File: config.mk
export PLATFORM = sky130hd
export DESIGN_NAME = unix_time_to_calendar_unit
export DESIGN_NICKNAME = d
export VERILOG_FILES = /design/src/design/uttc_pkg.sv /design/src/design/uttc_sequencer.sv /design/src/design/uttc_datapath.sv /design/src/design/unix_time_to_calendar_unit.sv
export SDC_FILE = /design/constraint.sdc
export NUM_CORES = 1
export LEC_CHECK = 0
export BUFFER_PORTS_ARGS = -buffer_cell sky130_fd_sc_hd__buf_2
export CAP_MARGIN = 20
export CORE_MARGIN = 2
export CORE_UTILIZATION = 25
export CTS_BUF_LIST = sky130_fd_sc_hd__clkbuf_4
export DETAILED_ROUTE_END_ITERATION = 10
export PLACE_DENSITY = 0.4
export SLEW_MARGIN = 10
export SYNTH_ARGS = -nofsm -noshare
export SYNTH_HDL_FRONTEND = slang
export SYNTH_HIERARCHICAL = 1
export SYNTH_SLANG_ARGS = --single-unit
File: constraint.sdc
create_clock -name aclk -period 20.5 [get_ports aclk]
set_clock_uncertainty 0.1 [all_clocks]
set_input_delay 3.075 -clock aclk [delete_from_list [all_inputs] [get_ports aclk]]
set_output_delay 3.075 -clock aclk [all_outputs]
set_load 0.03 [all_outputs]
File: src/design/uttc_pkg.sv
// uttc_pkg: types, constants and the microprogram for the Unix time to calendar unit.
// No dependencies; imported by every module of the block.
package uttc_pkg;

    // Step counter width and step addresses of the microprogram
    localparam int STEP_W = 3;
    typedef logic [STEP_W-1:0] step_t;

    localparam step_t STEP_WAIT  = 3'd0;
    localparam step_t STEP_SEC   = 3'd1;
    localparam step_t STEP_MIN   = 3'd2;
    localparam step_t STEP_HOUR  = 3'd3;
    localparam step_t STEP_YEAR  = 3'd4;
    localparam step_t STEP_MONTH = 3'd5;
    localparam step_t STEP_EMIT  = 3'd6;

    // Datapath operations
    typedef enum logic [2:0] {
        OP_WAIT  = 3'd0,
        OP_DIV   = 3'd1,
        OP_YEAR  = 3'd2,
        OP_MONTH = 3'd3,
        OP_EMIT  = 3'd4
    } op_t;

    typedef enum logic {
        DSEL_60 = 1'b0,
        DSEL_24 = 1'b1
    } dsel_t;

    typedef enum logic [1:0] {
        DST_SEC  = 2'd0,
        DST_MIN  = 2'd1,
        DST_HOUR = 2'd2
    } dst_t;

    typedef struct packed {
        op_t   op;
        dsel_t dsel;
        dst_t  dst;
        step_t nxt;
    } ctrl_t;

    // Completion flags fed back to the sequencer
    typedef struct packed {
        logic in_valid;
        logic out_free;
        logic div_last;
        logic year_done;
        logic month_done;
    } status_t;

    // Field widths
    localparam int TS_W    = 31;
    localparam int YEAR_W  = 11;
    localparam int MON_W   = 4;
    localparam int DAY_W   = 5;
    localparam int HOUR_W  = 5;
    localparam int MIN_W   = 6;
    localparam int SEC_W   = 6;
    localparam int DAYS_W  = 15;   // whole days up to 24855
    localparam int WORK_W  = 31;   // dividend / quotient register
    localparam int DCNT_W  = 1;    // division phase counter: multiply, then remainder
    localparam int REM_W   = 6;
    localparam int MUL_W   = 32;   // reciprocal width
    localparam int PROD_W  = 63;   // dividend times reciprocal

    typedef struct packed {
        logic [TS_W-1:0]   counter;
        logic [SEC_W-1:0]  second;
        logic [MIN_W-1:0]  minute;
        logic [HOUR_W-1:0] hour;
        logic [DAY_W-1:0]  day;
        logic [MON_W-1:0]  month;
        logic [YEAR_W-1:0] year;
    } result_t;

    localparam logic [YEAR_W-1:0] EPOCH_YEAR = 11'd1970;
    localparam logic [1:0]        EPOCH_Y4   = 2'd2;    // 1970 mod 4
    localparam logic [6:0]        EPOCH_Y100 = 7'd70;   // 1970 mod 100
    localparam logic [8:0]        EPOCH_Y400 = 9'd370;  // 1970 mod 400
    localparam logic [6:0]        Y100_LAST  = 7'd99;
    localparam logic [8:0]        Y400_LAST  = 9'd399;

    localparam logic [8:0] DAYS_YEAR      = 9'd365;
    localparam logic [8:0] DAYS_LEAP_YEAR = 9'd366;
    localparam logic [MON_W-1:0] MON_DEC  = 4'd11;

    // Constant divisors and their reciprocals, exact for any 31-bit dividend:
    // quotient = (x * RECIP) >> SHIFT
    localparam logic [REM_W-1:0] DIV_60   = 6'd60;
    localparam logic [REM_W-1:0] DIV_24   = 6'd24;
    localparam logic [MUL_W-1:0] RECIP_60 = 32'd2290649225;  // ceil(2^37 / 60)
    localparam logic [MUL_W-1:0] RECIP_24 = 32'd2863311531;  // ceil(2^36 / 24)
    localparam int               SHIFT_60 = 37;
    localparam int               SHIFT_24 = 36;

    // Month length, month index 0 is January
    function automatic logic [DAY_W-1:0] month_len(input logic [MON_W-1:0] mon,
                                                   input logic leap);
        logic [DAY_W-1:0] len;
        case (mon)
            4'd1:    len = leap ? 5'd29 : 5'd28;
            4'd3:    len = 5'd30;
            4'd5:    len = 5'd30;
            4'd8:    len = 5'd30;
            4'd10:   len = 5'd30;
            default: len = 5'd31;
        endcase
        return len;
    endfunction

    // Microprogram ROM
    function automatic ctrl_t ucode(input step_t step);
        ctrl_t cw;
        case (step)
            STEP_WAIT:  cw = '{op: OP_WAIT,  dsel: DSEL_60, dst: DST_SEC,  nxt: STEP_SEC};
            STEP_SEC:   cw = '{op: OP_DIV,   dsel: DSEL_60, dst: DST_SEC,  nxt: STEP_MIN};
            STEP_MIN:   cw = '{op: OP_DIV,   dsel: DSEL_60, dst: DST_MIN,  nxt: STEP_HOUR};
            STEP_HOUR:  cw = '{op: OP_DIV,   dsel: DSEL_24, dst: DST_HOUR, nxt: STEP_YEAR};
            STEP_YEAR:  cw = '{op: OP_YEAR,  dsel: DSEL_60, dst: DST_SEC,  nxt: STEP_MONTH};
            STEP_MONTH: cw = '{op: OP_MONTH, dsel: DSEL_60, dst: DST_SEC,  nxt: STEP_EMIT};
            STEP_EMIT:  cw = '{op: OP_EMIT,  dsel: DSEL_60, dst: DST_SEC,  nxt: STEP_WAIT};
            default:    cw = '{op: OP_WAIT,  dsel: DSEL_60, dst: DST_SEC,  nxt: STEP_WAIT};
        endcase
        return cw;
    endfunction

endpackage

File: src/design/uttc_sequencer.sv
// uttc_sequencer: step counter and microprogram ROM lookup.
// Depends on uttc_pkg (ctrl_t, status_t, ucode).
module uttc_sequencer
    import uttc_pkg::*;
(
    input  logic    aclk,
    input  logic    aresetn,
    input  status_t status,
    output ctrl_t   ctrl,
    output logic    adv
);

    step_t step_reg, step_next;

    always_comb begin
        ctrl = ucode(step_reg);
        case (ctrl.op)
            OP_WAIT:  adv = status.in_valid;
            OP_DIV:   adv = status.div_last;
            OP_YEAR:  adv = status.year_done;
            OP_MONTH: adv = status.month_done;
            OP_EMIT:  adv = status.out_free;
            default:  adv = 1'b1;
        endcase
        // conditional jump: hold the step until its exit condition is met
        step_next = adv ? ctrl.nxt : step_reg;
    end

    always_ff @(posedge aclk) begin
        if (!aresetn) begin
            step_reg <= STEP_WAIT;
        end else begin
            step_reg <= step_next;
        end
    end

endmodule

File: src/design/uttc_datapath.sv
// uttc_datapath: reciprocal-multiply constant divider, year and month walk registers.
// Depends on uttc_pkg; driven by the control word of uttc_sequencer.
module uttc_datapath
    import uttc_pkg::*;
(
    input  logic            aclk,
    input  ctrl_t           ctrl,
    input  logic            adv,
    input  logic [TS_W-1:0] ts_in,
    output logic            div_last,
    output logic            year_done,
    output logic            month_done,
    output result_t         result
);

    logic [WORK_W-1:0] work_reg, work_next;
    logic [WORK_W-1:0] quo_reg, quo_next;
    logic [DCNT_W-1:0] dcnt_reg, dcnt_next;
    logic [TS_W-1:0]   ts_reg, ts_next;
    logic [SEC_W-1:0]  sec_reg, sec_next;
    logic [MIN_W-1:0]  min_reg, min_next;
    logic [HOUR_W-1:0] hour_reg, hour_next;
    logic [DAYS_W-1:0] days_reg, days_next;
    logic [YEAR_W-1:0] year_reg, year_next;
    logic [1:0]        y4_reg, y4_next;
    logic [6:0]        y100_reg, y100_next;
    logic [8:0]        y400_reg, y400_next;
    logic [MON_W-1:0]  mon_reg, mon_next;

    logic [MUL_W-1:0]   recip;
    logic [REM_W-1:0]   dval;
    logic [PROD_W-1:0]  prod;
    logic [WORK_W-1:0]  quo_est;
    logic [2*REM_W-1:0] qd;
    logic [REM_W-1:0]   rem_new;
    logic               leap;
    logic [8:0]         ylen;
    logic [DAY_W-1:0]   mlen;

    // quotient by reciprocal multiply first, then the remainder from the low bits
    always_comb begin
        recip   = (ctrl.dsel == DSEL_24) ? RECIP_24 : RECIP_60;
        dval    = (ctrl.dsel == DSEL_24) ? DIV_24 : DIV_60;
        prod    = {{(PROD_W-WORK_W){1'b0}}, work_reg} * {{(PROD_W-MUL_W){1'b0}}, recip};
        quo_est = (ctrl.dsel == DSEL_24) ?
                  {{(WORK_W-PROD_W+SHIFT_24){1'b0}}, prod[PROD_W-1:SHIFT_24]} :
                  {{(WORK_W-PROD_W+SHIFT_60){1'b0}}, prod[PROD_W-1:SHIFT_60]};
        qd      = {{REM_W{1'b0}}, quo_reg[REM_W-1:0]} * {{REM_W{1'b0}}, dval};
        rem_new = work_reg[REM_W-1:0] - qd[REM_W-1:0];
    end

    assign leap = (y4_reg == 2'd0) && ((y100_reg != 7'd0) || (y400_reg == 9'd0));
    assign ylen = leap ? DAYS_LEAP_YEAR : DAYS_YEAR;
    assign mlen = month_len(mon_reg, leap);

    assign div_last   = (dcnt_reg == {DCNT_W{1'b1}});
    assign year_done  = (days_reg < DAYS_W'(ylen));
    assign month_done = (mon_reg == MON_DEC) || (days_reg < DAYS_W'(mlen));

    always_comb begin
        work_next = work_reg;
        quo_next  = quo_reg;
        dcnt_next = dcnt_reg;
        ts_next   = ts_reg;
        sec_next  = sec_reg;
        min_next  = min_reg;
        hour_next = hour_reg;
        days_next = days_reg;
        year_next = year_reg;
        y4_next   = y4_reg;
        y100_next = y100_reg;
        y400_next = y400_reg;
        mon_next  = mon_reg;
        case (ctrl.op)
            OP_WAIT: begin
                if (adv) begin
                    work_next = ts_in;
                    ts_next   = ts_in;
                    dcnt_next = '0;
                    year_next = EPOCH_YEAR;
                    y4_next   = EPOCH_Y4;
                    y100_next = EPOCH_Y100;
                    y400_next = EPOCH_Y400;
                    mon_next  = '0;
                end
            end
            OP_DIV: begin
                dcnt_next = dcnt_reg + 1'b1;
                if (!adv) begin
                    quo_next = quo_est;
                end else begin
                    work_next = quo_reg;
                    case (ctrl.dst)
                        DST_SEC:  sec_next  = rem_new;
                        DST_MIN:  min_next  = rem_new;
                        DST_HOUR: begin
                            hour_next = HOUR_W'(rem_new);
                            days_next = quo_reg[DAYS_W-1:0];
                        end
                        default:  sec_next  = rem_new;
                    endcase
                end
            end
            OP_YEAR: begin
                if (!adv) begin
                    days_next = days_reg - DAYS_W'(ylen);
                    year_next = year_reg + 1'b1;
                    y4_next   = y4_reg + 1'b1;
                    y100_next = (y100_reg == Y100_LAST) ? 7'd0 : y100_reg + 1'b1;
                    y400_next = (y400_reg == Y400_LAST) ? 9'd0 : y400_reg + 1'b1;
                end
            end
            OP_MONTH: begin
                if (!adv) begin
                    days_next = days_reg - DAYS_W'(mlen);
                    mon_next  = mon_reg + 1'b1;
                end
            end
            default: begin
            end
        endcase
    end

    always_ff @(posedge aclk) begin
        work_reg <= work_next;
        quo_reg  <= quo_next;
        dcnt_reg <= dcnt_next;
        ts_reg   <= ts_next;
        sec_reg  <= sec_next;
        min_reg  <= min_next;
        hour_reg <= hour_next;
        days_reg <= days_next;
        year_reg <= year_next;
        y4_reg   <= y4_next;
        y100_reg <= y100_next;
        y400_reg <= y400_next;
        mon_reg  <= mon_next;
    end

    always_comb begin
        result.year    = year_reg;
        result.month   = mon_reg + 1'b1;
        result.day     = DAY_W'(days_reg) + 1'b1;
        result.hour    = hour_reg;
        result.minute  = min_reg;
        result.second  = sec_reg;
        result.counter = ts_reg;
    end

endmodule

File: src/design/unix_time_to_calendar_unit.sv
// unix_time_to_calendar_unit: top level of the Unix time to calendar converter.
// Depends on uttc_pkg, uttc_sequencer and uttc_datapath.
//
//  channel | dir | ports                      | word
//  --------+-----+----------------------------+----------------------------------
//  input   | in  | s_tvalid s_tready s_tdata  | timestamp seconds since 1970
//  result  | out | m_tvalid m_tready m_tdata  | date, time of day, echoed counter
//
// Each word passes the load step, three divisions (each a reciprocal multiply, then
// a remainder), the year walk from 1970, the month walk and the emit step. The year
// walk, held in its step by the sequencer, takes the largest share of that.
// Reset (aresetn low, synchronous) returns the step counter to the wait step,
// holds s_tready low and empties the output register. A stalled result sits in
// the output register while the next word is taken and converted; only the emit
// step waits.
module unix_time_to_calendar_unit
    import uttc_pkg::*;
(
    input  logic        aclk,
    input  logic        aresetn,
    input  logic        s_tvalid,
    output logic        s_tready,
    input  logic [31:0] s_tdata,   // [30:0] timestamp, [31] zero
    output logic        m_tvalid,
    input  logic        m_tready,
    output logic [71:0] m_tdata    // [10:0] year, [14:11] month, [19:15] day,
                                   // [24:20] hour, [30:25] minute, [36:31] second,
                                   // [67:37] counter, [71:68] zero
);

    ctrl_t   ctrl;
    logic    adv;
    status_t status;
    result_t result;
    logic    div_last, year_done, month_done;

    logic        m_tvalid_reg, m_tvalid_next;
    logic [71:0] m_tdata_reg, m_tdata_next;
    logic        emit_fire;

    // ready only on the wait step of the program, never in reset
    assign s_tready = aresetn && (ctrl.op == OP_WAIT);

    always_comb begin
        status.in_valid   = s_tvalid;
        status.out_free   = !m_tvalid_reg || m_tready;
        status.div_last   = div_last;
        status.year_done  = year_done;
        status.month_done = month_done;
    end

    uttc_sequencer u_seq (
        .aclk    (aclk),
        .aresetn (aresetn),
        .status  (status),
        .ctrl    (ctrl),
        .adv     (adv)
    );

    uttc_datapath u_dp (
        .aclk       (aclk),
        .ctrl       (ctrl),
        .adv        (adv),
        .ts_in      (s_tdata[TS_W-1:0]),
        .div_last   (div_last),
        .year_done  (year_done),
        .month_done (month_done),
        .result     (result)
    );

    // output register: loaded on the emit step, cleared when taken
    assign emit_fire = (ctrl.op == OP_EMIT) && adv;

    always_comb begin
        m_tvalid_next = m_tvalid_reg;
        m_tdata_next  = m_tdata_reg;
        if (emit_fire) begin
            m_tvalid_next = 1'b1;
            m_tdata_next  = {4'd0, result.counter, result.second, result.minute,
                             result.hour, result.day, result.month, result.year};
        end else if (m_tready) begin
            m_tvalid_next = 1'b0;
        end
    end

    always_ff @(posedge aclk) begin
        if (!aresetn) begin
            m_tvalid_reg <= 1'b0;
        end else begin
            m_tvalid_reg <= m_tvalid_next;
        end
    end

    always_ff @(posedge aclk) begin
        m_tdata_reg <= m_tdata_next;
    end

    assign m_tvalid = m_tvalid_reg;
    assign m_tdata  = m_tdata_reg;

endmodule
==> metrics.txt, run 1 <==
status finished, final reports clean; routed length on met2 25.53 mm; largest net degree at the start of global routing 70; gp weighted congestion 0.8483; Area Overhead vs Synth 11.80%; I/O Buffers 104; clk root buf clkbuf_4; crit path kind reg -> reg; max_slew headroom 30.64%; CTS Hold Bufs 0; max layer used met4; Met1 Routed Length 25.90 mm; WL met3 1.765 mm; Syn Area/Cell 11.17 um^2; global route total overflow 0; Mapped Area 0.02209 mm^2; CTS max path bufs 3; DRC Markers 0; DR vias 14.21k; Chip Height 301.3 um; Post-Route WL 54.24 mm; post-DP HPWL 45.35 mm; htree depth 2; initial antenna violation count 2; Worst Setup Start Kind register; CP Capture Type register; max FFs per register 68; clk_lat worst skew 0.80 ns; Num Clock Sinks 227; final setup vio count 0; RSZ-0062 raised after global routing false; final cell count without fillers 3316; NumNets Final 2733; layout cell share with drive strength beyond 1 11.07%; Slew @ Worst Pin 1.040 ns; IO Pins 110; Starting Density 25.11%; worst min-delay path category reg -> reg; vias in the first global route 15.41k; CTS tree done; Initial DRC Count 568; Initial DRT Pass Iterations 5; crit-path max FO 36; total setup buffers inserted after CTS 0; post-CTS resize count 0; first-pass GRT wire length 86.36 mm; Max Cap Viol 0; Cell Count Post-Placement 3218; GRT Total Usage 12.27%; total die area 0.09076 mm^2; required time of the critical path 20.88 ns; Syn Inst Count 1978; fin crit period 9.925 ns; Fin Setup TNS 0 ns; routed len/inst 16.36 um; CTS buffer count 57; Rows 109; vias per std cell 4.286; core area 0.08797 mm^2; Clk pin slew, worst setup/hold paths 0.07 ns; Die Span X 301.3 um; fin crit share 48.42%; Hold Violations, Final 0; DRT antenna net count 0; Max Fclk 100.8 MHz; Max Slew Vio Count 0; YS warnings 6; WP data arrival 10.31 ns
## layout make-up
type / instances / area [um^2]
antenna: 2 / 5.005
inverter: 379 / 1423
tap: 1165 / 1458
timing repair buffer: 117 / 618.1
sequential: 227 / 6777
multi-input combinational: 1330 / 13740
clock buffer: 83 / 623.1
clock inverter: 13 / 60.06
fill: 9271 / 63270
## worst paths after layout
check / start / end / slack [ns] / cells after the start
setup / recovery: u_seq/step_reg[1] / u_dp/quo_reg[17] / 10.57 / 23
hold / removal: u_dp/ts_reg[10] / m_tdata[47] / 0.25 / 0
setup reg to reg: u_seq/step_reg[1] / u_dp/quo_reg[17] / 10.57 / 23
hold reg to reg: u_dp/ts_reg[10] / m_tdata[47] / 0.25 / 0
## stage by stage
stage	setup WS [ns]	hold slack [ns]	area [um^2]	util (%)
6_report	10.57	0.2538	24700	28.08
5_1_grt	10.03	0.2807	24700	28.08
4_1_cts	10.35	0.2719	24690	28.07
3_5_place_dp	10.49	0.3045	24010	27.30
3_3_place_gp	10.54	0.3028	24010	27.30
2_1_floorplan	12.09	0.3003	22100	-
## cells in the final DEF (no fill, tap or decap), types with 4 or more instances in the layout
cell / count
or3_1: 8
nand2_1: 173
dfxtp_1: 4
inv_1: 377
nor2_1: 57
o21a_1: 7
and2_1: 24
a21o_1: 41
buf_4: 13
nand4_1: 18
nand2b_1: 8
xor2_1: 32
mux2_2: 12
a21oi_1: 52
o211ai_1: 6
ha_1: 337
a211oi_1: 4
nor2b_1: 13
o21ai_0: 60
nand3_1: 25
buf_2: 104
clkbuf_4: 83
and4_1: 4
mux2i_1: 7
and3_1: 19
a221oi_1: 5
nor3_1: 14
xnor2_1: 63
a31oi_1: 8
fa_1: 248
clkinv_1: 10
o31ai_1: 4
edfxtp_1: 223
o21bai_1: 9
conb_1: 4
## critical path, stage by stage (launching register included)
cell and delay, ns:
dfxtp_1 0.55, nor3b_4 0.28, buf_4 0.37, buf_4 0.46
and3_1 0.35, fa_1 0.60, fa_1 0.85, inv_1 0.13
fa_1 0.52, inv_1 0.07, fa_1 0.49, fa_1 0.54
fa_1 0.55, fa_1 0.53, ha_1 0.33, nand4_1 0.15
inv_1 0.10, a221oi_1 0.89, a2bb2oi_1 0.36, o21ai_2 0.18
a31oi_1 0.59, nand2_1 0.13, xnor2_1 0.17, mux2_2 0.26
## layer usage
metal / vias up / GRT usage [%]
li1: 6893 / -
met1: 7019 / 16.88
met2: 233 / 20.25
met3: 69 / 1.808
met4: 0 / 2.902
met5: - / 0
Power of run 1 is not shown: default switching activity piles up to over one toggle a cycle in this logic, so the estimate is an artifact.
==> run 2: changes to the inputs <==
--- a/config.mk
+++ b/config.mk
@@ -5,13 +5,14 @@
 export SDC_FILE = /design/constraint.sdc
 export NUM_CORES = 1
 export LEC_CHECK = 0
+export ABC_AREA = 1
 export BUFFER_PORTS_ARGS = -buffer_cell sky130_fd_sc_hd__buf_2
 export CAP_MARGIN = 20
 export CORE_MARGIN = 2
 export CORE_UTILIZATION = 25
 export CTS_BUF_LIST = sky130_fd_sc_hd__clkbuf_4
 export DETAILED_ROUTE_END_ITERATION = 10
-export PLACE_DENSITY = 0.4
+export PLACE_DENSITY = 0.41
 export SLEW_MARGIN = 10
 export SYNTH_ARGS = -nofsm -noshare
 export SYNTH_HDL_FRONTEND = slang
==> constraint.sdc (replaced) <==
create_clock -name aclk -period 8.3 [get_ports aclk]
set_clock_uncertainty 0.1 [all_clocks]
set_input_delay 1.245 -clock aclk [delete_from_list [all_inputs] [get_ports aclk]]
set_output_delay 1.245 -clock aclk [all_outputs]
set_load 0.03 [all_outputs]
==> metrics.txt, run 2 <==
max layer used met5; Clk pin slew, worst setup/hold paths 0.07 ns; final cell count without fillers 4429; DRT antenna net count 0; WL met3 2.598 mm; Starting Density 25.12%; DR vias 18.59k; clk root buf clkbuf_4; DRC Markers 0; Max Slew Vio Count 0; Met1 Routed Length 35.43 mm; htree depth 2; Rows 116; Max Cap Viol 0; fin crit share 93.69%; Worst R2R Setup Slack 0.52 ns; Fin Setup TNS 0 ns; routed length on met2 37.05 mm; Initial DRC Count 1054; RR Endpoint u_dp/quo_reg[10]; Worst Reg-to-Reg Cells 32; Worst Setup Start Kind register; Hold Violations, Final 0; Num Clock Sinks 227; routed len/inst 17.34 um; Setup crit start u_seq/step_reg[0]; worst min-delay path category reg -> reg; RSZ-0062 raised after global routing false; Area Overhead vs Synth 12.29%; post-DP HPWL 67.05 mm; YS warnings 6; IO Pins 110; total die area 0.1027 mm^2; vias per std cell 4.198; Mapped Area 0.02504 mm^2; largest net degree at the start of global routing 45; most frequent cells in the layout nand2_1 (735), inv_1 (710), ha_1 (337), fa_1 (248), edfxtp_1 (223); CTS max path bufs 3; Cell Count Post-Placement 4315; Post-Route WL 76.82 mm; first-pass GRT wire length 116.8 mm; most common cell after layout, fill and taps aside nand2_1; CTS tree done; Chip Height 320.5 um; required time of the critical path 8.69 ns; global route total overflow 0; crit path kind reg -> reg; Slew @ Worst Pin 0.9488 ns; status finished, final reports clean; max_slew headroom 36.08%; GRT Total Usage 15.15%; CTS buffer count 61; Initial DRT Pass Iterations 7; gp weighted congestion 0.8711; initial antenna violation count 4; Die Span X 320.5 um; CP peak stage delay 0.58 ns; CP Capture Type register; crit-path max FO 13; Syn Inst Count 2907; vias in the first global route 19.39k; Max Fclk 128.6 MHz; WP data arrival 8.16 ns; Worst R2R Start u_seq/step_reg[0]; Syn Area/Cell 8.615 um^2; final setup vio count 0; Crit path top cell by count nand2_1; Crit-path slowest cell fa_1; core area 0.09971 mm^2; max FFs per register 68; fin crit period 7.776 ns; I/O Buffers 104; NumNets Final 3705; Setup crit end u_dp/quo_reg[10]; layout cell share with drive strength beyond 1 10.43%; clk_lat worst skew 0.87 ns
==> run 2: cell types whose count changed in the layout (fill, tap and decap cells not counted), moves of 24 or more <==
cell and change:
xnor2_1 -40, inv_1 +333, nand2_1 +562, a21o_1 -29
nand2_2 +24, nor2_1 +94, nand3_1 +100
==> run 2: worst min-delay path by stage <==
stage	slack [ns]	endpoint	cells past startpoint	start
after global routing	0.31	m_tdata[39]	0	u_dp/ts_reg[2]
after floorplan	0.30	m_tdata[20]	0	u_dp/hour_reg[0]
after CTS	0.30	m_tdata[39]	0	u_dp/ts_reg[2]
final	0.30	m_tdata[39]	0	u_dp/ts_reg[2]
after detailed placement	0.30	m_tdata[31]	0	u_dp/sec_reg[0]
after global placement	0.30	m_tdata[34]	0	u_dp/sec_reg[3]
==> run 2: area by class of cell <==
cell class | count | area, um^2
fillers | 10820 | 71590
multi-input cells | 1933 | 15420
flip-flops and latches | 227 | 6777
inverters | 722 | 2710
well taps | 1298 | 1624
repair buffers | 139 | 808.3
clock buffers | 82 | 615.6
clock inverters | 23 | 151.4
diodes | 5 | 12.51
==> run 2: through the flow <==
step | setup slack [ns] | cell area, um^2 | utilization (%) | hold slack, ns
global route | 0.06387 | 28110 | 28.20 | 0.3119
finish | 0.5237 | 28120 | 28.20 | 0.2984
CTS | 0.3148 | 28060 | 28.15 | 0.3007
global placement | 0.3451 | 27300 | 27.38 | 0.3013
floorplan | 1.141 | 25050 | - | 0.3003
detailed placement | 0.3492 | 27300 | 27.38 | 0.3045
==> run 2: timing repair <==
item | 4_1_cts | 5_1_grt
gates resized for setup | 0 | 0
hold buffers | 0 | 0
hold endpoints to repair | 0 | 0
endpoints found under the setup margin | 0 | 5
buffers inserted | 0 | 4
==> run 2: routing by layer <==
metal | track usage [%] | vias to the layer above
li1 | - | 9378
met1 | 20.18 | 8840
met2 | 25.94 | 281
met3 | 1.819 | 93
met4 | 3.891 | 2
met5 | 0 | -
==> run 2: critical path, delay by kind of cell, from the launching register on <==
kind / cells / cell delay, ns
adder cells (fa/ha/maj): 7 / 3.34
AND/OR/NAND/NOR: 14 / 1.85
buffers and inverters: 9 / 1.12
flip-flops: 1 / 0.46
XOR/XNOR: 1 / 0.38
AO/OA/AOI/OAI: 1 / 0.19
Power of run 2 is left out for the same reason.
==> run 3: changes to the inputs <==
--- a/config.mk
+++ b/config.mk
@@ -8,11 +8,13 @@
 export ABC_AREA = 1
 export BUFFER_PORTS_ARGS = -buffer_cell sky130_fd_sc_hd__buf_2
 export CAP_MARGIN = 20
+export CELL_PAD_IN_SITES_DETAIL_PLACEMENT = 1
+export CELL_PAD_IN_SITES_GLOBAL_PLACEMENT = 2
 export CORE_MARGIN = 2
 export CORE_UTILIZATION = 25
 export CTS_BUF_LIST = sky130_fd_sc_hd__clkbuf_4
 export DETAILED_ROUTE_END_ITERATION = 10
-export PLACE_DENSITY = 0.41
+export PLACE_DENSITY = 0.59
 export SLEW_MARGIN = 10
 export SYNTH_ARGS = -nofsm -noshare
 export SYNTH_HDL_FRONTEND = slang
==> metrics.txt, run 3 (synthesis gave the netlist of run 2 again) <==
status finished, final reports clean; RSZ-0062 raised after global routing false; Max Fclk 127.6 MHz; gp weighted congestion 0.8737; required time of the critical path 8.69 ns; clk_lat worst skew 0.88 ns; Crit-path slowest cell fa_1; IO Pins 110; total die area 0.1027 mm^2; Num Clock Sinks 227; CP peak stage delay 0.63 ns; Fin Setup TNS 0 ns; Initial DRT Pass Iterations 4; vias per std cell 4.246; fin crit share 94.42%; max FFs per register 68; GRT Total Usage 16.87%; vias in the first global route 21.37k; first-pass GRT wire length 130.4 mm; CTS max path bufs 3; DR vias 19.00k; hold slack 0.2912 ns; DRT antenna net count 0; WP data arrival 8.23 ns; Hold Violations, Final 0; Max Slew Vio Count 0; layout cell share with drive strength beyond 1 11.67%; CTS tree done; core area 0.09971 mm^2; most frequent cells in the layout nand2_1 (735), inv_1 (711), ha_1 (337), fa_1 (248), edfxtp_1 (223); Crit path top cell by count nand2_1; Layout fillers 11.82k; crit path kind reg -> reg; NumNets Final 3748; initial antenna violation count 4; global route total overflow 0; CP Capture Type register; CTS buffer count 61; routed len/inst 18.86 um; Max Cap Viol 0; htree depth 2; Post-Route WL 84.39 mm; fin crit period 7.837 ns; Slew @ Worst Pin 0.9536 ns; Rows 116; post-DP HPWL 75.31 mm; Area Overhead vs Synth 13.65%; max_slew headroom 35.75%; crit-path max FO 19; Starting Density 25.12%; worst min-delay path category reg -> reg; final setup vio count 0; I/O Buffers 104; largest net degree at the start of global routing 69; Worst Setup Start Kind register; DRC Markers 0; clk root buf clkbuf_4; Die Span X 320.5 um; most common cell after layout, fill and taps aside nand2_1; Initial DRC Count 806; Chip Height 320.5 um; Clk pin slew, worst setup/hold paths 0.07 ns
-- run 3: metrics by stage --
stage	worst slack [ns]	cells	utilization, %	instance area, um^2
2_1_floorplan	1.141	2910	-	25050
3_3_place_gp	0.4712	4362	27.74	27660
3_5_place_dp	0.3892	4362	27.74	27660
4_1_cts	0.3861	4469	28.52	28440
5_1_grt	0.05072	4472	28.54	28460
6_report	0.4630	4474	28.54	28460
-- run 3: final cells by class --
cell class	count	area [um^2]	area share (%)
antenna	5	12.51	0.04396
clock buffer	80	600.6	2.110
clock inverter	27	181.4	0.6374
inverter	722	2710	9.522
multi-input combinational	1933	15420	54.20
sequential	227	6777	23.81
tap	1298	1624	5.706
timing repair buffer	182	1131	3.974
-- run 3: routing by layer --
metal  track usage, %  vias to the layer above  wire [um]
li1                 -                     9442          -
met1            22.06                     9268      38940
met2            29.77                      203      41570
met3            1.736                       82       1989
met4            3.996                        0       1886
met5                0                        -          0
-- run 3: final timing paths --
kind	startpoint	to	slack (ns)	cells past startpoint
worst max register to register	u_seq/step_reg[1]	u_dp/quo_reg[2]	0.46	29
worst min register to register	u_dp/hour_reg[3]	m_tdata[23]	0.29	0
worst max-delay path	u_seq/step_reg[1]	u_dp/quo_reg[2]	0.46	29
worst min-delay path	u_dp/hour_reg[3]	m_tdata[23]	0.29	0
-- run 3: timing repair --
item                                    in CTS  in global routing
resized for setup                            0                  1
hold buffers                                 0                  0
endpoints found under the setup margin       0                  3
buffers inserted                             0                  0
endpoints found under the hold margin        0                  0
-- run 3: critical path, delay by kind of cell, from the launching register on --
family | cells | cell delay [ns]
adders and majority gates | 9 | 4.31
and+or+nand+nor | 12 | 1.77
buffers and inverters | 8 | 0.82
DFF | 1 | 0.49
Power of run 3 is left out for the same reason.
